File: config.mk
export PLATFORM = sky130hd
export DESIGN_NAME = svnm_ram
export DESIGN_NICKNAME = d
export VERILOG_FILES = /design/src/hw/rtl/sparse_voxel_neighbor_map_core_macros.svh /design/src/hw/rtl/svnm_ram.sv
export SDC_FILE = /design/constraint.sdc
export NUM_CORES = 1
export LEC_CHECK = 0
export BUFFER_PORTS_ARGS = -buffer_cell sky130_fd_sc_hd__buf_2
export CORE_MARGIN = 2
export CORE_UTILIZATION = 42
export DETAILED_ROUTE_END_ITERATION = 12
export SYNTH_ARGS = -nofsm -noshare
export SYNTH_HDL_FRONTEND = slang
export SYNTH_SLANG_ARGS = --single-unit
File: constraint.sdc
create_clock -name aclk -period 2.7 [get_ports aclk]
set_clock_uncertainty 0.05 [all_clocks]
set_input_delay 0.54 -clock aclk [delete_from_list [all_inputs] [get_ports aclk]]
set_output_delay 0.54 -clock aclk [all_outputs]
set_load 0.03 [all_outputs]
File: src/hw/rtl/sparse_voxel_neighbor_map_core_macros.svh
// Assertion macros shared by the kernel map RTL.
// Each macro expects aclk and aresetn in the scope where it is used.
`ifndef SPARSE_VOXEL_NEIGHBOR_MAP_CORE_MACROS_SVH
`define SPARSE_VOXEL_NEIGHBOR_MAP_CORE_MACROS_SVH

// Same-cycle implication.
`define SVNM_ASSERT_IMPL(label, ante, cons, msg) \
    label: assert property (@(posedge aclk) disable iff (!aresetn) (ante) |-> (cons)) \
        else $error(msg);

// Next-cycle implication.
`define SVNM_ASSERT_NEXT(label, ante, cons, msg) \
    label: assert property (@(posedge aclk) disable iff (!aresetn) (ante) |=> (cons)) \
        else $error(msg);

`endif

File: src/hw/rtl/svnm_ram.sv
module svnm_ram #(
    parameter int DEPTH = 16,
    parameter int WIDTH = 8
) (
    input  logic                     aclk,
    input  logic                     we,
    input  logic [$clog2(DEPTH)-1:0] waddr,
    input  logic [WIDTH-1:0]         wdata,
    input  logic                     re,
    input  logic [$clog2(DEPTH)-1:0] raddr,
    output logic [WIDTH-1:0]         rdata
);

    logic [WIDTH-1:0] mem [DEPTH];

    always_ff @(posedge aclk) begin
        if (we) begin
            mem[waddr] <= wdata;
        end
    end

    always_ff @(posedge aclk) begin
        if (re) begin
            rdata <= mem[raddr];
        end
    end

endmodule

# ---- Yosys cells after proc, flatten, opt, wreduce, memory -nomap -nowiden
# Memories as Yosys holds them, arrays and structs flattened. A register that Yosys moved wholly into a read port is not among the register bits.
# Cells that the tools add are included.
dict set report classes {
  n_mux 2
}
# op count
set ops {}
lappend ops {{two-way mux 1 bit} 2}
dict set report word_totals {
  register_bits 0
  mem_bits_rw 128
  inputBits 19
  output_inout_bits 8
  word_cells 3
  mem_count 1
}
# memory words width rd rd_ports_with_merged_regs write_ports line_no
set mem_list {}
lappend mem_list {mem 16 8 1 1 1 svnm_ram.sv:14} ;# logic [WIDTH-1:0] mem [DEPTH];

# ---- Depth between registers and ports, before layout
dict set report logic_depth {
  depth_word 2
  depth_mapped 5
  depth_no_buf 3
}

# ---- Least setup slack after synthesis
# OpenSTA, ideal clock, no wires.
dict set report synth_path {
  path_type {input-to-reg}
  start {input port waddr[2]}
  end {memory mem[0][0] (enable)}
  setup_time_ns 0.383
  arrival_time_ns 1.650
  t_required_ns 2.267
  path_slack_ns 0.617
  cell_stages 2
  n_path_buf 0
  cell_sequence {or3b_2 > nor3_1}
}
# element line_no
set synth_lines {}
lappend synth_lines {{start, declared} svnm_ram.sv:7} ;# input logic [$clog2(DEPTH)-1:0] waddr,
lappend synth_lines {{end, declared} svnm_ram.sv:14}
# Straight into the memory's write port.

==> metrics <==
cts hold-fix bufs=0; CTS sink cnt=136; # diodes=0; Slew @ Worst Pin=557 ps; Top delay family on crit path=multiplexers; post-route ant nets=0; FP Rows=40; final setup TNS=0 ps; global-route wire length before repair=15,600 µm; die height=116 µm; P per Cell Area=761 nW/µm²; 1st-iter DRT viols=230; Clock H-tree levels=4; largest net degree at the start of global routing=21; CTS Buf Count=17; setup ws final=835 ps; Worst path max stage delay=570 ps; Port Buffers=26; Seq/Total Area, Yosys=78.1%; worst-path cell chain=buf_2 -> buf_12 -> mux4_1 -> a22oi_1 -> nand2_1; RSZ-0062 raised after global routing=false; DP HPWL=6490 µm; vias in the first global route=2,472; WL/cell=22.4 µm; clk_lat worst skew=410 ps; root buffer cell=clkbuf_16; initial core utilization=43.3%; Syn Nets=248; fmax=536 MHz; Reg clk slew, reported paths=60 ps; GRT Overall Usage=17.2%; critical path class=in -> reg; DR pass1 iterations=4; Hold WC Path Type=in -> reg; pre-CTS setup slack=396 ps; layout cells sized above 1=30.9%; DR DRC count=0; GR Overflow Total=0; ys flop type=edfxtp_1; final setup violation count=0; CP max-delay cell=mux4_1; die span in x=116 µm; Yosys warnings=0; crit path DAT=1960 ps; Post-Route WL=10,400 µm; CORE AREA=12,100 µm²; Cell Area, Synth=5230 µm²; clk buf depth=2; GPL Wtd Cong=0.702; critical path startpoint category=input pin; vias per cell=5.36; DR vias=2,500; MaxCap Viol Count=0; Crit. End Element=flop; leakage power=2.10 nW; crit path buf inv count=2; fin crit share=69.1%; Avg Synthesized Cell Area=22.8 µm²; crit-path max FO=17; worst slew margin relative to its limit=62.9%; Final min period=1870 ps; Final Hold Fails=0; Layout Area Growth over Synthesis=19.1%; Final Max Slew Viols=0; status=finished, final reports clean; CTS tree=done; synthesized instance count=229; post-CTS resize count=0; Post-CTS Setup Inserts=0; # IOs=27; initial antenna violation count=0; Post-synth ARST share=0%; area of the die=13,400 µm²; Fillers=951; Peak VDD IR=0.459 mV; nets=305; Seq cells post-synth=136; worst path required time=2800 ps; Synth cell types=18; EDFF count, synth=136
cell usage in the layout, fill, tap and decap left out, drive strengths merged:
master,Yosys,layout
a22oi,16,16
and2,1,1
and2b,1,1
buf,7,48
bufinv,0,2
clkbuf,0,19
clkinv,0,8
clkinvlp,0,2
edfxtp,136,136
mux4,32,32
nand2,9,9
nand2b,2,2
nand3,1,1
nand3b,2,2
nor2,13,13
nor2b,1,1
nor3,4,4
or3b,1,1
cell type report:
cell class	count	area [µm²]	share of cell area, %
flip-flops and latches	136	4080	65.6
multi-input cells	83	1060	17.0
clock buffers	19	433	6.95
repair buffers	48	333	5.34
well taps	168	210	3.38
clock inverters	12	110	1.77
per-layer routing:
layer  vias to the layer above  GRT usage (%)  part of all wire (%)
met4                         0           6.02                   1.9
met1                      1276           25.3                    44
met2                       112           24.5                    45
met3                        13           5.23                   9.3
met5                         -              0                     0
li1                       1099              -                     -
worst reg2reg max path: cells and delay by family (launching register included):
family | cells | cell delay, ps
simple gates | 1 | 80
compound gates | 1 | 260
flops | 1 | 380
mux | 1 | 530
power breakdown:
| group | switching (W) | internal (W) | leakage (nW) |
|---|---|---|---|
| registers | 0.0000112 | 0.00238 | 1.24 |
| logic | 0.000144 | 0.0000972 | 0.603 |
| clock network | 0.000776 | 0.00133 | 0.262 |
| total | 0.000932 | 0.00381 | 2.10 |
through the flow:
step           std cells  hold WS [ps]  power (W)  cell area (µm²)  util (%)
2_1_floorplan        229           589    0.00257             5230         -
3_3_place_gp         435           675    0.00268             5680      47.1
3_5_place_dp         435           687    0.00268             5680      47.1
4_1_cts              466           454    0.00478             6230      51.6
5_1_grt              466           464    0.00490             6230      51.6
6_report             466           464    0.00474             6230      51.6
kinds of logic (layout without fill, tap and decap cells):
kind of cell | after synthesis | after routing | synth area share [%]
buf+inv | 10 | 79 | 1.65
compound gates | 16 | 16 | 2.30
flops | 136 | 136 | 78.1
simple gates | 35 | 35 | 3.14
mux | 32 | 32 | 14.8
state kept, by name, summed over array words and instances, names as in the netlist:
| register | cells |
|---|---|
| mem | 128 |
| rdata | 8 |
worst paths after layout:
path | start | endpoint | slack, ps | depth (start not counted)
setup / recovery | raddr[0] | rdata[5]$_DFFE_PP_ | 830 | 5
hold / removal | wdata[5] | mem[11][5]$_DFFE_PP_ | 460 | 1
setup reg to reg | mem[2][1]$_DFFE_PP_ | rdata[1]$_DFFE_PP_ | 1160 | 3
hold reg to reg | mem[14][7]$_DFFE_PP_ | rdata[7]$_DFFE_PP_ | 700 | 3
Yosys cell counts (2+ instances only):
library cell | n | area share, %
a22oi_1 | 16 | 2.3
buf_2 | 3 | 0.29
buf_6 | 3 | 0.65
clkdlybuf4s25_2 | 3 | 0.57
edfxtp_1 | 136 | 78
mux4_1 | 14 | 7.0
mux4_2 | 18 | 7.8
nand2_1 | 9 | 0.65
nand2b_1 | 2 | 0.24
nand3b_1 | 2 | 0.29
nor2_1 | 13 | 0.93
nor3_1 | 4 | 0.38
Note: power is estimated with default switching activity, not from simulation.
