==> src/hw/rtl/sparse_voxel_neighbor_map_core_macros.svh <==
// Assertion macros shared by the kernel map RTL.
// Each macro expects aclk and aresetn in the scope where it is used.
`ifndef SPARSE_VOXEL_NEIGHBOR_MAP_CORE_MACROS_SVH
`define SPARSE_VOXEL_NEIGHBOR_MAP_CORE_MACROS_SVH

// Same-cycle implication.
`define SVNM_ASSERT_IMPL(label, ante, cons, msg) \
    label: assert property (@(posedge aclk) disable iff (!aresetn) (ante) |-> (cons)) \
        else $error(msg);

// Next-cycle implication.
`define SVNM_ASSERT_NEXT(label, ante, cons, msg) \
    label: assert property (@(posedge aclk) disable iff (!aresetn) (ante) |=> (cons)) \
        else $error(msg);

`endif

==> src/hw/rtl/svnm_pkg.sv <==
package svnm_pkg;

    localparam int MAX_VOXELS = 65536;
    localparam int HASH_SLOTS = 131072;
    localparam int COORD_BITS = 20;
    localparam int TAPS       = 27;

    localparam int FIELD_W  = 20;
    localparam int KEY_W    = 3 * FIELD_W;
    localparam int IDX_W    = 16;
    localparam int NIDX_W   = 17;
    localparam int TAP_W    = 5;
    localparam int STATUS_W = 2;
    localparam int CMD_W    = 2;
    localparam int VOX_W    = $clog2(MAX_VOXELS);
    localparam int CNT_W    = VOX_W + 1;
    localparam int SLOT_W   = $clog2(HASH_SLOTS);

    // The hash keeps the low HASH_W bits of the product, which covers the
    // xor-fold for tables of up to 2^21 slots.
    localparam int HASH_SHIFT = 29;
    localparam int HASH_W     = 50;
    localparam int HASH_HALF  = HASH_W / 2;
    localparam int HASH_YW    = HASH_W - FIELD_W;
    localparam int HASH_XW    = HASH_W - 2 * FIELD_W;
    localparam logic [63:0] HASH_MUL = 64'h9E37_79B9_7F4A_7C15;

    localparam logic [FIELD_W-1:0] COORD_MASK =
        FIELD_W'((64'd1 << COORD_BITS) - 64'd1);
    localparam logic [FIELD_W:0] COORD_SPAN = (FIELD_W + 1)'(64'd1 << COORD_BITS);

    typedef enum logic [CMD_W-1:0] {
        CMD_CLEAR  = 2'd0,
        CMD_INSERT = 2'd1,
        CMD_QUERY  = 2'd2,
        CMD_NOP    = 2'd3
    } cmd_t;

    localparam logic [STATUS_W-1:0] ST_OK         = 2'd0;
    localparam logic [STATUS_W-1:0] ST_FULL       = 2'd1;
    localparam logic [STATUS_W-1:0] ST_NOT_STORED = 2'd2;

    typedef struct packed {
        logic [CMD_W-1:0]   cmd;
        logic [FIELD_W-1:0] coord_x;
        logic [FIELD_W-1:0] coord_y;
        logic [FIELD_W-1:0] coord_z;
        logic [IDX_W-1:0]   voxel_index;
    } in_item_t;

    typedef struct packed {
        logic [TAP_W-1:0]    tap;
        logic [NIDX_W-1:0]   neighbor_index;
        logic                last;
        logic [STATUS_W-1:0] status;
    } out_item_t;

    typedef struct packed {
        logic             valid;
        logic [KEY_W-1:0] key;
        logic [VOX_W-1:0] voxel;
    } slot_entry_t;

    function automatic logic [KEY_W-1:0] pack_key(input logic [FIELD_W-1:0] x,
                                                  input logic [FIELD_W-1:0] y,
                                                  input logic [FIELD_W-1:0] z);
        return {x, y, z};
    endfunction

    function automatic out_item_t mk_result(input logic [TAP_W-1:0]    tap,
                                            input logic [NIDX_W-1:0]   idx,
                                            input logic                last,
                                            input logic [STATUS_W-1:0] status);
        out_item_t r;
        r.tap            = tap;
        r.neighbor_index = idx;
        r.last           = last;
        r.status         = status;
        return r;
    endfunction

endpackage

==> src/hw/rtl/svnm_hash.sv <==
module svnm_hash import svnm_pkg::*; (
    input  logic              aclk,
    input  logic              aresetn,
    input  logic              in_valid,
    input  logic [KEY_W-1:0]  in_key,
    output logic              out_valid,
    output logic [SLOT_W-1:0] out_slot
);

    // Only the low HASH_W bits of key * HASH_MUL matter, so the product is
    // built from four narrow partial products: two for z, one each for y and x.
    logic [FIELD_W-1:0] x;
    logic [FIELD_W-1:0] y;
    logic [FIELD_W-1:0] z;

    logic [FIELD_W+HASH_HALF-1:0] pz_lo_next, pz_lo_reg;
    logic [HASH_W-HASH_HALF-1:0]  pz_hi_next, pz_hi_reg;
    logic [HASH_YW-1:0]           py_next, py_reg;
    logic [HASH_XW-1:0]           px_next, px_reg;
    logic [HASH_W-1:0]            h;
    logic [SLOT_W-1:0]            slot_next, slot_reg;
    logic                         v1_reg, v2_reg;

    assign x = in_key[KEY_W-1 -: FIELD_W];
    assign y = in_key[KEY_W-FIELD_W-1 -: FIELD_W];
    assign z = in_key[FIELD_W-1:0];

    assign pz_lo_next = (FIELD_W + HASH_HALF)'(z)
                      * (FIELD_W + HASH_HALF)'(HASH_MUL[HASH_HALF-1:0]);
    assign pz_hi_next = (HASH_W - HASH_HALF)'(z) * HASH_MUL[HASH_W-1:HASH_HALF];
    assign py_next    = HASH_YW'(y) * HASH_MUL[HASH_YW-1:0];
    assign px_next    = x[HASH_XW-1:0] * HASH_MUL[HASH_XW-1:0];

    assign h = HASH_W'(pz_lo_reg)
             + {pz_hi_reg, {HASH_HALF{1'b0}}}
             + {py_reg, {FIELD_W{1'b0}}}
             + {px_reg, {(2 * FIELD_W){1'b0}}};

    assign slot_next = h[SLOT_W-1:0] ^ h[HASH_SHIFT +: SLOT_W];

    always_ff @(posedge aclk) begin
        pz_lo_reg <= pz_lo_next;
        pz_hi_reg <= pz_hi_next;
        py_reg    <= py_next;
        px_reg    <= px_next;
        slot_reg  <= slot_next;
    end

    always_ff @(posedge aclk) begin
        if (!aresetn) begin
            v1_reg <= 1'b0;
            v2_reg <= 1'b0;
        end else begin
            v1_reg <= in_valid;
            v2_reg <= v1_reg;
        end
    end

    assign out_valid = v2_reg;
    assign out_slot  = slot_reg;

endmodule

==> config.mk <==
export PLATFORM = sky130hd
export DESIGN_NAME = svnm_hash
export DESIGN_NICKNAME = d
export VERILOG_FILES = /design/src/hw/rtl/sparse_voxel_neighbor_map_core_macros.svh /design/src/hw/rtl/svnm_pkg.sv /design/src/hw/rtl/svnm_hash.sv
export SDC_FILE = /design/constraint.sdc
export NUM_CORES = 1
export LEC_CHECK = 0
export BUFFER_PORTS_ARGS = -buffer_cell sky130_fd_sc_hd__buf_4
export CAP_MARGIN = 20
export CORE_MARGIN = 2
export CORE_UTILIZATION = 40
export DETAILED_ROUTE_END_ITERATION = 6
export GPL_ROUTABILITY_DRIVEN = 1
export HOLD_SLACK_MARGIN = 0.02
export PLACE_DENSITY_LB_ADDON = 0.08
export SLEW_MARGIN = 15
export SYNTH_ARGS = -nofsm -noshare
export SYNTH_HDL_FRONTEND = slang
export SYNTH_SLANG_ARGS = --single-unit
==> constraint.sdc <==
create_clock -name aclk -period 11.3 [get_ports aclk]
set_clock_uncertainty 0.1 [all_clocks]
set_input_delay 0.565 -clock aclk [delete_from_list [all_inputs] [get_ports aclk]]
set_output_delay 0.565 -clock aclk [all_outputs]
set_load 0.01 [all_outputs]
-- Word level (Yosys, flattened, before mapping)
Index checks and enable logic that the tools add are counted.
- register bits after elaboration: 117
- bits of input ports: 63
- output and inout port bits: 18
- word-level logic and storage cells: 15
- $add $sub $neg: 3
- multiply operators: 4
- bitwise operators: 1
- operators with widths (operator ; number):
    46-bit adder ; 2
    45-bit by 46-bit adder with 46-bit output ; 1
    20-bit by 25-bit multiplier with 45-bit output (second input constant) ; 1
    21-bit by 25-bit multiplier with 26-bit output (second input constant) ; 1
    20-bit by 25-bit multiplier with 21-bit output (second input constant) ; 1
    17-bit bitwise XOR ; 1
    10-bit by 5-bit multiplier with 6-bit output (second input constant) ; 1

-- Longest topological paths before layout
- word-level depth: 4
- depth in mapped cells: 22
- depth with buffers taken out: 22

-- Worst setup path after synthesis
No wires, ideal clock.
- path kind: input port to flip-flop
- start point: input port in_key[8]
- end point: register pz_lo_reg[43]
- setup time: 0.122 ns
- arrival: 6.128 ns
- data required time: 11.078 ns
- path slack: 4.950 ns
- cell stages on the path: 20
- buffers on the path: 0
- cells stage by stage: inv_1 -> fa_1 -> fa_1 -> inv_1 -> ha_1 -> fa_1 -> fa_1 -> fa_1 -> fa_1 -> ha_1 -> a21o_1 -> a21o_1 -> a21oi_1 -> o211ai_1 -> a21oi_2 -> o31ai_1 -> o31ai_1 -> a21o_1 -> nand2_1 -> a311o_1
- cells in the longest elaborated chain, start to end: 1
- ends and longest elaborated chain (what ; line ; RTL):
    start: declaration ; svnm_hash.sv:5 ; input logic [KEY_W-1:0] in_key,
    20-bit by 25-bit multiplier with 45-bit output ; svnm_hash.sv:29 ; * (FIELD_W + HASH_HALF)'(HASH_MUL[HASH_HALF-1:0]);
    via pz_lo_next[43] ; svnm_hash.sv:16 ; logic [FIELD_W+HASH_HALF-1:0] pz_lo_next, pz_lo_reg;
    end signal: assignment ; svnm_hash.sv:42 ; pz_lo_reg <= pz_lo_next;
    end: declaration ; svnm_hash.sv:16 ;
The timed path passes the listed nets, and every way through them passes these cells.
A chain may end at the register's enable or synchronous reset.

-- Worst setup path in the final report
- start point: input port in_key[9]
- end point: register pz_lo_reg[43]
Same word-level chain as after synthesis.

==> run metrics <==
main flop type after synthesis=dfxtp_1; GP Congestion=0.904; synthesized instance count=1976; r2r startpoint=pz_lo_reg[26]$_DFF_P_; max-cap violation count=0; crit path from=in_key[9]; Starting DRT DRC Count=553; GRT busiest layer=met2; r2r setup slk=7.64 ns; effective utilization at floorplan=0.405; fin nets=2917; M3 GR Usage=0.0264; outcome=finished clean; grt ovf=0; drt drc=0; Seq/Total Area, Yosys=0.112; Clock Tree Buf Depth=2; cell chain of the critical path=buf_4, inv_1, fa_1, fa_1, inv_1, ha_1, fa_1, fa_1, fa_1, fa_1, ha_1, a21o_1, a21o_1, a21oi_1, o211ai_1, a21oi_2, o31ai_1, o31ai_1, a21o_1, nand2_1, a311o_1; number of routed nets with antenna violations=0; IO buf count=66; YS warnings=0; CP Depth=21; Root Driver=clkbuf_16; vias in the first global route=14.6k; Worst-Margin Slew=0.813 ns; clock sink count=113; CP endpoint kind=flop; num rows=82; Die Y=229 um; die area=52500 sq um; highest-count cells in the layout ignoring fill and taps=inv_1, ha_1, fa_1; CP Max Fanout=11; H-tree levels=4; Critical Path RT=11.50 ns; Final min period=6.82 ns; max reg flops=41; Avg WL per Cell=18.2 um; Worst EP arrival=7.03 ns; DP HPWL=45.0 mm; CTS Buf Count=17; fillers=4998; Area Overhead vs Synth=9.62%; Setup TNS=0 ns; clock input transition at the sequential cells of the worst setup and hold paths=0.05 ns; first-pass GRT wire length=81.5 mm; vias per cell=4.82; met2 Use GR=0.333; crit start category=input port; slowest CP cell=fa_1; Post-CTS Setup Inserts=0; met1 Track Usage GR=0.300; net count after synthesis=2834; Syn Area/Cell=10.3 sq um; final hold violations=0; Mapped Area=20300 sq um; Worst Path Buf+Inv=3; CP Capture Point=pz_lo_reg[43]$_DFF_P_; CP delay by family, top=adder cells; share of layout cells above drive strength 1=0.0579; cell mode on critical path=fa_1; routed wire length=50.0 mm; initial antenna violation count=1; Post-synth ARST share=0; Rel. slew slack=0.455; Post-CTS Hold Buffers=0; Seq cells post-synth=113; number of I/O pins=81; hold crit path type=in2reg; DRT Pass-1 Iters=4; post-CTS sizing=0; commonest non-fill, non-tap cell in the layout=inv_1; worst skew pair latency=0.42 ns; Die Wd=229 um; core box area=50100 sq um; final setup fails=0; final worst-path cycle share=0.604; RSZ-0062 raised after global routing=false; CTS tree=done; Slew Limit Fails=0; largest net degree at the start of global routing=21; FF-to-FF path depth=12; Max Clk Rate=147 MHz; Yosys cell types=57; crit-path max cell delay=0.60 ns; Post-synth EDFFs=0; r2r endpoint=out_slot[16]$_DFF_P_; CP Class=in2reg; total number of vias=13.2k; gr usage total=0.205
[area by class of cell]
cell class,count,area (sq um),area share
flip-flops and latches,113,2260,0.102
clock buffers,18,439,0.0198
multi-input cells,1339,16000,0.722
diodes,1,2.50,0.000113
clock inverters,14,179,0.00806
repair buffers,66,495,0.0223
well taps,672,841,0.0379
inverters,522,1960,0.0882
[how the worst min path moves through the flow]
stage	from	to	slack, ns	cells after the start
floorplan	v1_reg$_SDFF_PN0_	out_valid$_SDFF_PN0_	0.31	1
global placement	v1_reg$_SDFF_PN0_	out_valid$_SDFF_PN0_	0.33	1
detailed placement	v1_reg$_SDFF_PN0_	out_valid$_SDFF_PN0_	0.32	1
CTS	in_key[40]	px_reg[0]$_DFF_P_	0.14	1
global route	in_key[40]	px_reg[0]$_DFF_P_	0.14	1
finish	in_key[40]	px_reg[0]$_DFF_P_	0.16	1
[kinds of logic after synthesis]
family | count (synthesis) | share of synthesized area
AO/OA/AOI/OAI | 226 | 0.0751
XOR/XNOR | 139 | 0.0601
adder cells (fa/ha/maj) | 795 | 0.612
buffers and inverters | 524 | 0.0971
flip-flops | 113 | 0.112
AND/OR/NAND/NOR | 179 | 0.0439
[metal layers]
| layer | up-vias | share of wire |
|---|---|---|
| li1 | 6456 | - |
| met1 | 6630 | 0.51 |
| met2 | 121 | 0.46 |
| met3 | 23 | 0.028 |
| met4 | 0 | 0.0062 |
| met5 | - | 0 |
[stage by stage]
stage | hold slack, ns | instance area, sq um | std cells | utilization | setup slack, ns
6_report | 0.158 | 22200 | 2745 | 0.444 | 4.48
5_1_grt | 0.136 | 22200 | 2744 | 0.444 | 4.23
4_1_cts | 0.139 | 22200 | 2744 | 0.444 | 4.48
3_5_place_dp | 0.322 | 21600 | 2712 | 0.431 | 4.05
3_3_place_gp | 0.327 | 21600 | 2712 | 0.431 | 4.08
2_1_floorplan | 0.312 | 20300 | 1976 | - | 4.95
[cell usage after synthesis (all sizes together) (6+ instances only)]
| cell | count | area, sq um |
|---|---|---|
| inv | 522 | 1960 |
| ha | 468 | 5860 |
| fa | 327 | 6550 |
| dfxtp | 113 | 2260 |
| xnor2 | 107 | 937 |
| a21oi | 74 | 382 |
| nor2 | 44 | 165 |
| a21o | 38 | 289 |
| o21ai | 36 | 188 |
| xor2 | 32 | 280 |
| nand2 | 30 | 113 |
| nand3 | 23 | 115 |
| nor3 | 23 | 115 |
| o21bai | 16 | 120 |
| nand2b | 12 | 75.1 |
| nor2b | 11 | 68.8 |
| a211oi | 9 | 85.1 |
| a31oi | 9 | 56.3 |
| o211ai | 8 | 60.1 |
| nand4 | 7 | 43.8 |
| and2 | 6 | 37.5 |
| and3 | 6 | 37.5 |
Power is left out: the tool's default activity adds up to more than one toggle a clock period on the data nets, which glitch-free logic cannot reach.
